`config.mk`:
```
export PLATFORM = sky130hd
export DESIGN_NAME = rmt_ctrl
export DESIGN_NICKNAME = d
export VERILOG_FILES = /design/src/rtl/rmt_pkg.sv /design/src/rtl/rmt_ctrl.sv
export SDC_FILE = /design/constraint.sdc
export NUM_CORES = 1
export LEC_CHECK = 0
export ABC_AREA = 1
export BUFFER_PORTS_ARGS = -buffer_cell sky130_fd_sc_hd__buf_4
export CORE_MARGIN = 10
export CORE_UTILIZATION = 53
export DETAILED_ROUTE_END_ITERATION = 12
export PLACE_DENSITY_LB_ADDON = 0.05
export REMOVE_ABC_BUFFERS = 1
export SLEW_MARGIN = 20
export SYNTH_ARGS = -nofsm -noshare
export SYNTH_HDL_FRONTEND = slang
export SYNTH_SLANG_ARGS = --single-unit
```
`constraint.sdc`:
```
create_clock -name i_clk -period 2.58 [get_ports i_clk]
set_clock_uncertainty 0.2 [all_clocks]
set_input_delay 0.129 -clock i_clk [delete_from_list [all_inputs] [get_ports i_clk]]
set_output_delay 0.129 -clock i_clk [all_outputs]
set_load 0.1 [all_outputs]
```
`src/rtl/rmt_pkg.sv`:
```
package rmt_pkg;

    localparam int PAGE_BITS     = 12;
    localparam int ADDR_W        = 64;
    localparam int PAGE_W        = ADDR_W - PAGE_BITS;
    localparam int SIZE_W        = 16;
    localparam int MAX_SPANS_DEF = 64;
    localparam logic [ADDR_W-1:0] PAGE_MASK = 64'hFFF;

    typedef enum logic [1:0] {
        CMD_MAP    = 2'd0,
        CMD_UNMAP  = 2'd1,
        CMD_REJECT = 2'd2,
        CMD_FULL   = 2'd3
    } t_cmd_code;

    typedef enum logic [1:0] {
        RS_IDX,
        RS_PTR,
        RS_PTRM1
    } t_rd_src;

    typedef enum logic [2:0] {
        W_HEAD,
        W_LMAX,
        W_LRE,
        W_RSP,
        W_SHUP,
        W_SHDN,
        W_INS
    } t_wr_sel;

    typedef enum logic [2:0] {
        P_HOLD,
        P_TOTAL,
        P_I2,
        P_INC,
        P_DEC
    } t_ptr_op;

    typedef enum logic [2:0] {
        ES_IN,
        ES_LEFT,
        ES_RIGHT,
        ES_LMAX,
        ES_HEAD,
        ES_SPRE,
        ES_LRE
    } t_emit_sel;

    typedef struct packed {
        logic      load_in;
        logic      rd_en;
        t_rd_src   rd_src;
        logic      cap_left;
        logic      cap_right;
        logic      idx_inc;
        logic      wr_en;
        t_wr_sel   wr_sel;
        t_ptr_op   ptr_op;
        logic      pos_set;
        logic      pos_i1;
        logic      tot_inc;
        logic      tot_dec;
        logic      emit;
        t_cmd_code emit_cmd;
        t_emit_sel emit_sel;
        logic      emit_last;
    } t_dp_cmd;

    typedef struct packed {
        logic reject;
        logic empty;
        logic full;
        logic head_le;
        logic head_ep_ge;
        logic rd_lt_sp;
        logic at_last;
        logic idx_zero;
        logic left_hit;
        logic right_hit;
        logic ptr_gt_pos;
        logic ptr_lt_total;
        logic out_free;
    } t_dp_stat;

endpackage

```
`src/rtl/rmt_ctrl.sv`:
```
module rmt_ctrl (
    input  logic              i_clk,
    input  logic              i_rst_n,
    input  logic              i_in_valid,
    output logic              o_in_ready,
    input  rmt_pkg::t_dp_stat i_stat,
    output rmt_pkg::t_dp_cmd  o_cmd
);
    import rmt_pkg::*;

    typedef enum logic [4:0] {
        S_IDLE, S_DEC, S_RD, S_CHK, S_TAIL, S_MID,
        S_LU, S_LW, S_RU, S_RW, S_DU1, S_DU2, S_DW, S_DL, S_DLW,
        S_HU, S_HW, S_INS, S_SHC, S_SHW, S_INW, S_FIN
    } t_state;

    t_state    r_state, n_state;
    t_cmd_code r_fcmd, n_fcmd;
    t_emit_sel r_fsel, n_fsel;
    t_dp_cmd   c;

    assign o_in_ready = (r_state == S_IDLE);

    always_comb begin
        c         = '0;
        c.rd_src  = RS_IDX;
        c.wr_sel  = W_INS;
        c.ptr_op  = P_HOLD;
        c.emit_cmd = CMD_MAP;
        c.emit_sel = ES_IN;
        n_state   = r_state;
        n_fcmd    = r_fcmd;
        n_fsel    = r_fsel;
        case (r_state)
            S_IDLE: begin
                if (i_in_valid) begin
                    c.load_in = 1'b1;
                    n_state   = S_DEC;
                end
            end
            S_DEC: begin
                if (i_stat.reject) begin
                    n_fcmd  = CMD_REJECT;
                    n_fsel  = ES_IN;
                    n_state = S_FIN;
                end else if (i_stat.empty) begin
                    c.pos_set = 1'b1;
                    n_state   = S_INS;
                end else begin
                    c.rd_en = 1'b1;
                    n_state = S_CHK;
                end
            end
            S_RD: begin
                c.rd_en = 1'b1;
                n_state = S_CHK;
            end
            S_CHK: begin
                if (i_stat.idx_zero) begin
                    c.cap_left = 1'b1;
                    if (i_stat.head_le) begin
                        if (i_stat.head_ep_ge) begin
                            n_state = S_HU;
                        end else begin
                            c.pos_set = 1'b1;
                            n_state   = S_INS;
                        end
                    end else if (i_stat.at_last) begin
                        n_state = S_TAIL;
                    end else begin
                        c.idx_inc = 1'b1;
                        n_state   = S_RD;
                    end
                end else if (i_stat.rd_lt_sp) begin
                    c.cap_left = 1'b1;
                    if (i_stat.at_last) begin
                        n_state = S_TAIL;
                    end else begin
                        c.idx_inc = 1'b1;
                        n_state   = S_RD;
                    end
                end else begin
                    c.cap_right = 1'b1;
                    n_state     = S_MID;
                end
            end
            S_TAIL: begin
                if (i_stat.left_hit) begin
                    n_state = S_LU;
                end else begin
                    c.pos_set = 1'b1;
                    c.pos_i1  = 1'b1;
                    n_state   = S_INS;
                end
            end
            S_MID: begin
                if (i_stat.left_hit && i_stat.right_hit) begin
                    n_state = S_DU1;
                end else if (i_stat.left_hit) begin
                    n_state = S_LU;
                end else if (i_stat.right_hit) begin
                    n_state = S_RU;
                end else begin
                    c.pos_set = 1'b1;
                    c.pos_i1  = 1'b1;
                    n_state   = S_INS;
                end
            end
            S_LU, S_HU, S_DU1: begin
                c.emit     = i_stat.out_free;
                c.emit_cmd = CMD_UNMAP;
                c.emit_sel = ES_LEFT;
                if (i_stat.out_free) begin
                    n_state = (r_state == S_LU) ? S_LW : (r_state == S_HU) ? S_HW : S_DU2;
                end
            end
            S_RU, S_DU2: begin
                c.emit     = i_stat.out_free;
                c.emit_cmd = CMD_UNMAP;
                c.emit_sel = ES_RIGHT;
                if (i_stat.out_free) begin
                    n_state = (r_state == S_RU) ? S_RW : S_DW;
                end
            end
            S_LW: begin
                c.wr_en  = 1'b1;
                c.wr_sel = W_LMAX;
                n_fcmd   = CMD_MAP;
                n_fsel   = ES_LMAX;
                n_state  = S_FIN;
            end
            S_RW: begin
                c.wr_en  = 1'b1;
                c.wr_sel = W_RSP;
                n_fcmd   = CMD_MAP;
                n_fsel   = ES_SPRE;
                n_state  = S_FIN;
            end
            S_HW: begin
                c.wr_en  = 1'b1;
                c.wr_sel = W_HEAD;
                n_fcmd   = CMD_MAP;
                n_fsel   = ES_HEAD;
                n_state  = S_FIN;
            end
            S_DW: begin
                c.wr_en  = 1'b1;
                c.wr_sel = W_LRE;
                c.ptr_op = P_I2;
                n_state  = S_DL;
            end
            S_DL: begin
                // close the gap left by the right range
                if (i_stat.ptr_lt_total) begin
                    c.rd_en  = 1'b1;
                    c.rd_src = RS_PTR;
                    n_state  = S_DLW;
                end else begin
                    c.tot_dec = 1'b1;
                    n_fcmd    = CMD_MAP;
                    n_fsel    = ES_LRE;
                    n_state   = S_FIN;
                end
            end
            S_DLW: begin
                c.wr_en  = 1'b1;
                c.wr_sel = W_SHDN;
                c.ptr_op = P_INC;
                n_state  = S_DL;
            end
            S_INS: begin
                if (i_stat.full) begin
                    n_fcmd  = CMD_FULL;
                    n_fsel  = ES_IN;
                    n_state = S_FIN;
                end else begin
                    c.ptr_op = P_TOTAL;
                    n_state  = S_SHC;
                end
            end
            S_SHC: begin
                // open a slot at the insert position, top entry first
                if (i_stat.ptr_gt_pos) begin
                    c.rd_en  = 1'b1;
                    c.rd_src = RS_PTRM1;
                    n_state  = S_SHW;
                end else begin
                    n_state = S_INW;
                end
            end
            S_SHW: begin
                c.wr_en  = 1'b1;
                c.wr_sel = W_SHUP;
                c.ptr_op = P_DEC;
                n_state  = S_SHC;
            end
            S_INW: begin
                c.wr_en   = 1'b1;
                c.wr_sel  = W_INS;
                c.tot_inc = 1'b1;
                n_fcmd    = CMD_MAP;
                n_fsel    = ES_IN;
                n_state   = S_FIN;
            end
            S_FIN: begin
                c.emit      = i_stat.out_free;
                c.emit_cmd  = r_fcmd;
                c.emit_sel  = r_fsel;
                c.emit_last = 1'b1;
                if (i_stat.out_free) begin
                    n_state = S_IDLE;
                end
            end
            default: begin
                n_state = S_IDLE;
            end
        endcase
        o_cmd = c;
    end

    always_ff @(posedge i_clk) begin
        if (!i_rst_n) begin
            r_state <= S_IDLE;
            r_fcmd  <= CMD_MAP;
            r_fsel  <= ES_IN;
        end else begin
            r_state <= n_state;
            r_fcmd  <= n_fcmd;
            r_fsel  <= n_fsel;
        end
    end
endmodule

```
=== After elaboration in Yosys (flattened, before gate mapping) ===
Index checks and enable logic that the tools add are counted.
Widths: inputs -> output; s select.

* Order comparisons: 0
* Bitwise operators: 0
* Multipliers: 0
* Mux-type cells: 66
* Div/mod/pow operators: 0
* Add/sub/neg operators: 0
* Equal/unequal tests: 28
* Shift operators: 0
* Reductions and logical operators: 11

{| class="wikitable"
|+ Operators by type and width
! cell !! count
|-
| $mux 5 || 16
|-
| $pmux 5 s15 || 1
|-
| $eq 5x4->1 const B || 8
|-
| $mux 3 || 11
|-
| $eq 5x5->1 const B || 6
|-
| $pmux 4 s7 || 1
|-
| $mux 1 || 22
|-
| $pmux 3 s7 || 1
|-
| $eq 5x3->1 const B || 4
|-
| $pmux 6 s3 || 1
|-
| $mux 2 || 7
|-
| $ne 2x2->1 const B || 7
|-
| $pmux 3 s4 || 1
|-
| $reduce_and 4->1 || 3
|-
| $eq 5x2->1 const B || 2
|-
| $pmux 1 s4 || 2
|-
| $pmux 2 s4 || 1
|-
| $reduce_bool 7->1 || 1
|-
| $eq 5x1->1 const B || 1
|-
| $logic_not 5->1 || 1
|-
| $pmux 2 s2 || 1
|-
| $reduce_bool 4->1 || 1
|-
| $reduce_or 2->1 || 2
|-
| $reduce_or 4->1 || 1
|-
| other kinds (3) || 3
|}

* Memories: 0
* Flip-flop bits (word level): 10
* Bits in latches: 0
* Memory bits (read-only): 0
* RAM bits: 0

=== Longest topological paths before layout ===
Gate-level depths: netlist (run 1).

* Depth after elaboration: 5
* Depth in mapped cells: 11
* Mapped depth without buffers: 11

=== Worst setup path after synthesis (run 1) ===
No wires, ideal clock.

* Path type: flip-flop to output port
* Start point: register r_state[0]
* End point: output o_cmd[15] (netlist name)
* Path buffers: 0
* Cell stages (with the launch flop): 6
* Data arrival time: 3.035 ns
* Data required time: 2.251 ns
* Path slack: -0.784 ns
* Cells stage by stage: dfxtp_1 > nor2_1 > inv_1 > nor2_1 > inv_1 > o2111ai_1

{| class="wikitable"
|+ RTL lines
! item !! line !! RTL
|-
| from (decl) || rmt_ctrl.sv:17 || <nowiki>t_state r_state, n_state;</nowiki>
|-
| from (signal assigned) || rmt_ctrl.sv:227 || <nowiki>r_state <= n_state;</nowiki>
|-
| to (decl) || rmt_ctrl.sv:7 || <nowiki>output rmt_pkg::t_dp_cmd o_cmd</nowiki>
|}

==> flow_summary.toml, run 1 <==
[setup_path]
crit_top_cell = "nand2_2"
rrSetupSlack_ps = 720
max_stage_delay_ps = 470
cp_top_family = "simple AND/OR/NAND/NOR gates"
path_cells = "nand2_2 -> nor2_2 -> nand2_2 -> nand3_2 -> inv_1 -> nand3_1 -> o2111ai_1 -> buf_4"
reg2reg_depth = 9
path_buf_inv = 2
startpoint_type = "flop"
r2r-end = "r_fsel[2]$_SDFFE_PN0P_"
r2r_start = "r_state[2]$_SDFFE_PN0P_"
critPathCaptureType = "output port"
crit_fanout = 7
cpMaxStageDelayCell = "dfxtp_1"
critPathKind = "reg2out"
cp.arrival_ps = 1880
cp.required_ps = 2250

[cells_and_area]
num_antenna_cells = 0
layout_common_cells = "nand2_1 (62), buf_4 (42), nor2_1 (39), inv_1 (28), nand3_1 (23)"
final_area_um2 = 1540
mostFrequentLayoutCell = "nand2_1"
drive_above_1_share = 0.291
area_delta_synth_final_pct = 34.1
utilization = 0.767
nets = 282

[routing]
drc = 0
vias_per_cell = 5.24
ant_nets = 0
wire_per_inst_um = 13.5
first_pass_iters = 5
dr.first_iter.drc_count = 152
via_count = 1531
finalWirelength_mm = 3.94

[sta]
worst_pin_slew_ps = 295
finalHoldViolations = 0
clock.fmax_mhz = 454
whs_ps = 35.5
tns_ps = 0
report.final.slew_viol_count = 0
slew_headroom = 0.803
fin_crit_ps = 2200
finalCritPeriodShare = 0.855
rsz0062_at_grt = "no"
finalSetupViolations = 0

[clock_tree]
htreeDepth = 1
clock-root-buffer = "clkbuf_4"
cts_buffer_depth = 2
clock_sinks = 10
cts_setup_buffers = 0
clkSlewWorstSetupHoldPaths_ps = 70
cts_tree = "done"
cts_buffers = 3
clk_latency_ps = 290

[power_and_ir_drop]
power.leakage_nw = 0.955
sw_frac_of_total = 0.667
seqPwrFrac = 0.133
switchingPower_mw = 1.28
ir_worst_vdd_v = 0.00122
clockPowerShare = 0.079
p_int_uw = 638
pwr-share-comb = 0.789
cellPowerDensity_nw_per_um2 = 1250
design_power_total_mw = 1.92

[yosys]
postSynthCellCount = 219
ys_warn_count = 0
ys_ff_latch = 10
syn_avg_cell_area_um2 = 5.23
seq_area_frac_synth = 0.175
synth_area_um2 = 1140
ys_types = 21

[outcome]
status = "finished, final reports clean"

[die]
fp.coreArea_um2 = 2000
dieArea_um2 = 4420
chipHeight_um = 66.5
rows = 16
pin_count = 42
die_w_um = 66.5
start_util = 0.572

[global_route]
antenna_found_initial = 0
busiest_layer = "met2"
grt_max_degree = 12
grt_pass1_vias = 1433
grtUsageMet1 = 0.218
grt_pass1_wl_mm = 6.57
grt_overflow_total = 0
met3_usage = 0.0602
use_met2 = 0.293
grt.total_usage = 0.182

[placement]
dp_hpwl_mm = 3.29
placed_cell_area_um2 = 1490
io_buffers = 41
gp_congestion = 0.948

[hold_path]
hold_depth = 3
min_to = "r_fcmd[0]$_SDFFE_PN0P_"
hold_class = "in2reg"
hold_start = "i_stat[10]"

[run]
cap_violations = 0
[worst min-delay path: stages]
cell	delay (ps)
buf_4	110
nand3_1	140
a21oi_1	90
[layer usage]
layer,wire length (um),up-vias
li1,-,782
met3,478,9
met4,71,0
met5,0,-
met2,1780,84
met1,1610,656
[through the flow]
stage	setup slack, ps	instances
2_1_floorplan	-814	218
3_3_place_gp	758	287
3_5_place_dp	720	287
4_1_cts	401	292
5_1_grt	256	292
6_report	375	292
[worst max path at each step]
stage | startpoint | end | slack, ps | depth (start not counted)
after floorplan | r_state[4]$_SDFFE_PN0P_ | o_cmd[15] | -810 | 8
after global placement | r_state[0]$_SDFFE_PN0P_ | o_cmd[15] | 760 | 6
after detailed placement | r_state[2]$_SDFFE_PN0P_ | o_cmd[15] | 720 | 8
after CTS | r_state[2]$_SDFFE_PN0P_ | o_cmd[15] | 400 | 8
after global routing | r_state[1]$_SDFFE_PN0P_ | o_cmd[15] | 260 | 9
final | r_state[2]$_SDFFE_PN0P_ | o_cmd[15] | 380 | 8
[repair_timing]
item / 4_1_cts / 5_1_grt
hold endpoints to repair: 3 / 0
hold buffers: 1 / 0
gates resized for setup: 0 / 0
[flip-flops by register name (all words and copies together) (netlist names)]
| register | count |
|---|---|
| r_state | 5 |
| r_fcmd | 2 |
| r_fsel | 3 |
[power groups by stage]
stage / Combinational [mW] / Sequential (mW) / Clock (mW)
detailed placement: 1.49 / 0.257 / 0
floorplan: 1.15 / 0.266 / 0
CTS: 1.50 / 0.253 / 0.146
finish: 1.51 / 0.254 / 0.151
global placement: 1.48 / 0.254 / 0
global route: 1.62 / 0.260 / 0.151
[kinds of logic after synthesis]
logic type | Yosys count | share of synthesized area
AO/OA/AOI/OAI | 19 | 0.0929
AND/OR/NAND/NOR | 151 | 0.603
flip-flops | 10 | 0.175
buffers and inverters | 39 | 0.129
[synthesized netlist by cell type]
library cell | number | area share
nand2_1 | 62 | 0.20
nor2_1 | 39 | 0.13
inv_1 | 28 | 0.092
nand3_1 | 23 | 0.10
a21oi_1 | 11 | 0.048
dfxtp_1 | 10 | 0.17
inv_2 | 10 | 0.033
nand2_2 | 9 | 0.049
nor2_2 | 7 | 0.038
nand3_2 | 3 | 0.026
o21ai_0 | 3 | 0.013
nand3b_1 | 2 | 0.013
nand4_1 | 2 | 0.011
nor3_1 | 2 | 0.0087
o21ai_1 | 2 | 0.0087
a32oi_1 | 1 | 0.0077
buf_2 | 1 | 0.0044
nand2_4 | 1 | 0.0098
nand3_4 | 1 | 0.015
o2111ai_1 | 1 | 0.0077
o32ai_1 | 1 | 0.0077
[final cells by class]
cell class                      instances  area, um2
Multi-Input combinational cell        170        797
Fill cell                             183        467
Timing Repair Buffer                   43        325
Sequential cell                        10        200
Inverter                               38        143
Clock buffer                            4       36.3
Tap cell                               27       33.8
Power figures use the tool's default switching activity.
==> run 2: changes to the inputs <==
- CORE_ASPECT_RATIO: unset -> 0.8
==> flow_summary.toml, run 2 (synthesis gave the netlist of run 1 again) <==
[setup_path]
cp.arrival_ps = 1890
r2r-end = "r_fcmd[1]$_SDFFE_PN0P_"
rrSetupSlack_ps = 640
crit_end = "o_cmd[15]"
crit_start = "r_state[2]$_SDFFE_PN0P_"
critPathCaptureType = "output port"
crit_fanout = 7
critPathKind = "reg2out"
reg2reg_depth = 9
cp.required_ps = 2250
r2r_start = "r_state[2]$_SDFFE_PN0P_"
startpoint_type = "flop"

[sta]
clock.fmax_mhz = 450
finalHoldViolations = 0
finalCritPeriodShare = 0.860
fin_crit_ps = 2220
finalSetupViolations = 0
report.final.slew_viol_count = 0
timing.final.ws_setup_ps = 360
slew_headroom = 0.761
rsz0062_at_grt = "no"
whs_ps = 51.6
worst_pin_slew_ps = 356

[cells_and_area]
drive_above_1_share = 0.291
fillers = 176
top_regs = "r_state (5), r_fsel (3), r_fcmd (2)"
mostFrequentLayoutCell = "nand2_1"
layout_common_cells = "nand2_1 (62), buf_4 (42), nor2_1 (39), inv_1 (28), nand3_1 (23)"
nets = 282
largest_register = "r_state"
area_delta_synth_final_pct = 33.8
num_antenna_cells = 0
largest_register_ffs = 5

[power_and_ir_drop]
ir_worst_vdd_v = 0.00162
design_power_total_mw = 1.93
cellPowerDensity_nw_per_um2 = 1260
power.leakage_nw = 0.955

[die]
chipHeight_um = 61.6
die_w_um = 72.0
rows = 14
dieArea_um2 = 4430
pin_count = 42
fp.coreArea_um2 = 1960
start_util = 0.584

[run]
cap_violations = 0

[placement]
io_buffers = 41
gp_congestion = 1.06
dp_hpwl_mm = 3.41
dpl_worst_slack_ps = 684

[routing]
wire_per_inst_um = 13.9
via_count = 1551
dr.first_iter.drc_count = 156
drc = 0
first_pass_iters = 5
vias_per_cell = 5.37
finalWirelength_mm = 4.01
ant_nets = 0

[global_route]
grt_pass1_vias = 1340
met3_usage = 0.0563
busiest_layer = "met2"
grt_pass1_wl_mm = 6.39
use_met2 = 0.260
grtUsageMet1 = 0.257
antenna_found_initial = 0
grt_overflow_total = 0
grt_max_degree = 12
grt.total_usage = 0.179

[clock_tree]
cts_buffer_depth = 2
clock-root-buffer = "clkbuf_4"
clkSlewWorstSetupHoldPaths_ps = 60
clk_latency_ps = 260
cts_buffers = 3
clock_sinks = 10
cts_resized = 0
cts_tree = "done"
htreeDepth = 1

[hold_path]
hold_class = "in2reg"

[outcome]
status = "finished, final reports clean"
## run 2: cell counts in the layout (fill, tap and decap cells not counted)
Identical to the previous run, type by type.
## run 2: layout make-up
type,instances,area [um2],area share
clock buffer,4,36.3,0.0237
inverter,38,143,0.0931
multi-input combinational,170,797,0.520
sequential,10,200,0.131
tap,24,30.0,0.0196
timing repair buffer,43,325,0.212
## run 2: power breakdown
group / total (mW) / leakage, nW / internal, mW / switching [mW]
clock: 0.143 / 0.0210 / 0.0857 / 0.0576
sequential: 0.258 / 0.0817 / 0.201 / 0.0570
combinational: 1.53 / 0.852 / 0.351 / 1.18
## run 2: repair_timing
| action | 4_1_cts | 5_1_grt |
|---|---|---|
| setup buffers | 0 | 0 |
| hold buffers | 1 | 0 |
| endpoints found under the hold margin | 3 | 0 |
## run 2: worst max-delay path, stage by stage (launching register included)
cell,delay [ps]
dfxtp_1,480
nand2_2,120
nor2_2,250
nand2_2,110
nand3_2,110
inv_1,60
nand3_1,110
o2111ai_1,120
buf_4,250
## run 2: through the flow
step	area [um2]	TNS [ps]	instances	util
after CTS	1530	0	289	0.781
after global placement	1490	0	284	0.757
after global routing	1530	0	289	0.781
after floorplan	1140	-2380	218	-
after detailed placement	1490	0	284	0.757
final	1530	0	289	0.781
## run 2: worst min path at each step
stage | from | to | cells past startpoint
after global routing | i_stat[10] | r_fcmd[0]$_SDFFE_PN0P_ | 3
after floorplan | i_rst_n | r_fcmd[1]$_SDFFE_PN0P_ | 2
after CTS | i_stat[0] | r_state[4]$_SDFFE_PN0P_ | 4
after detailed placement | i_rst_n | r_fsel[1]$_SDFFE_PN0P_ | 3
final | i_stat[0] | r_state[4]$_SDFFE_PN0P_ | 4
after global placement | i_rst_n | r_fsel[1]$_SDFFE_PN0P_ | 3
## run 2: layer usage
layer,share of wire,vias to the layer above
met3,0.15,4
met1,0.44,657
met2,0.40,108
met5,0,-
met4,0.0042,0
li1,-,782
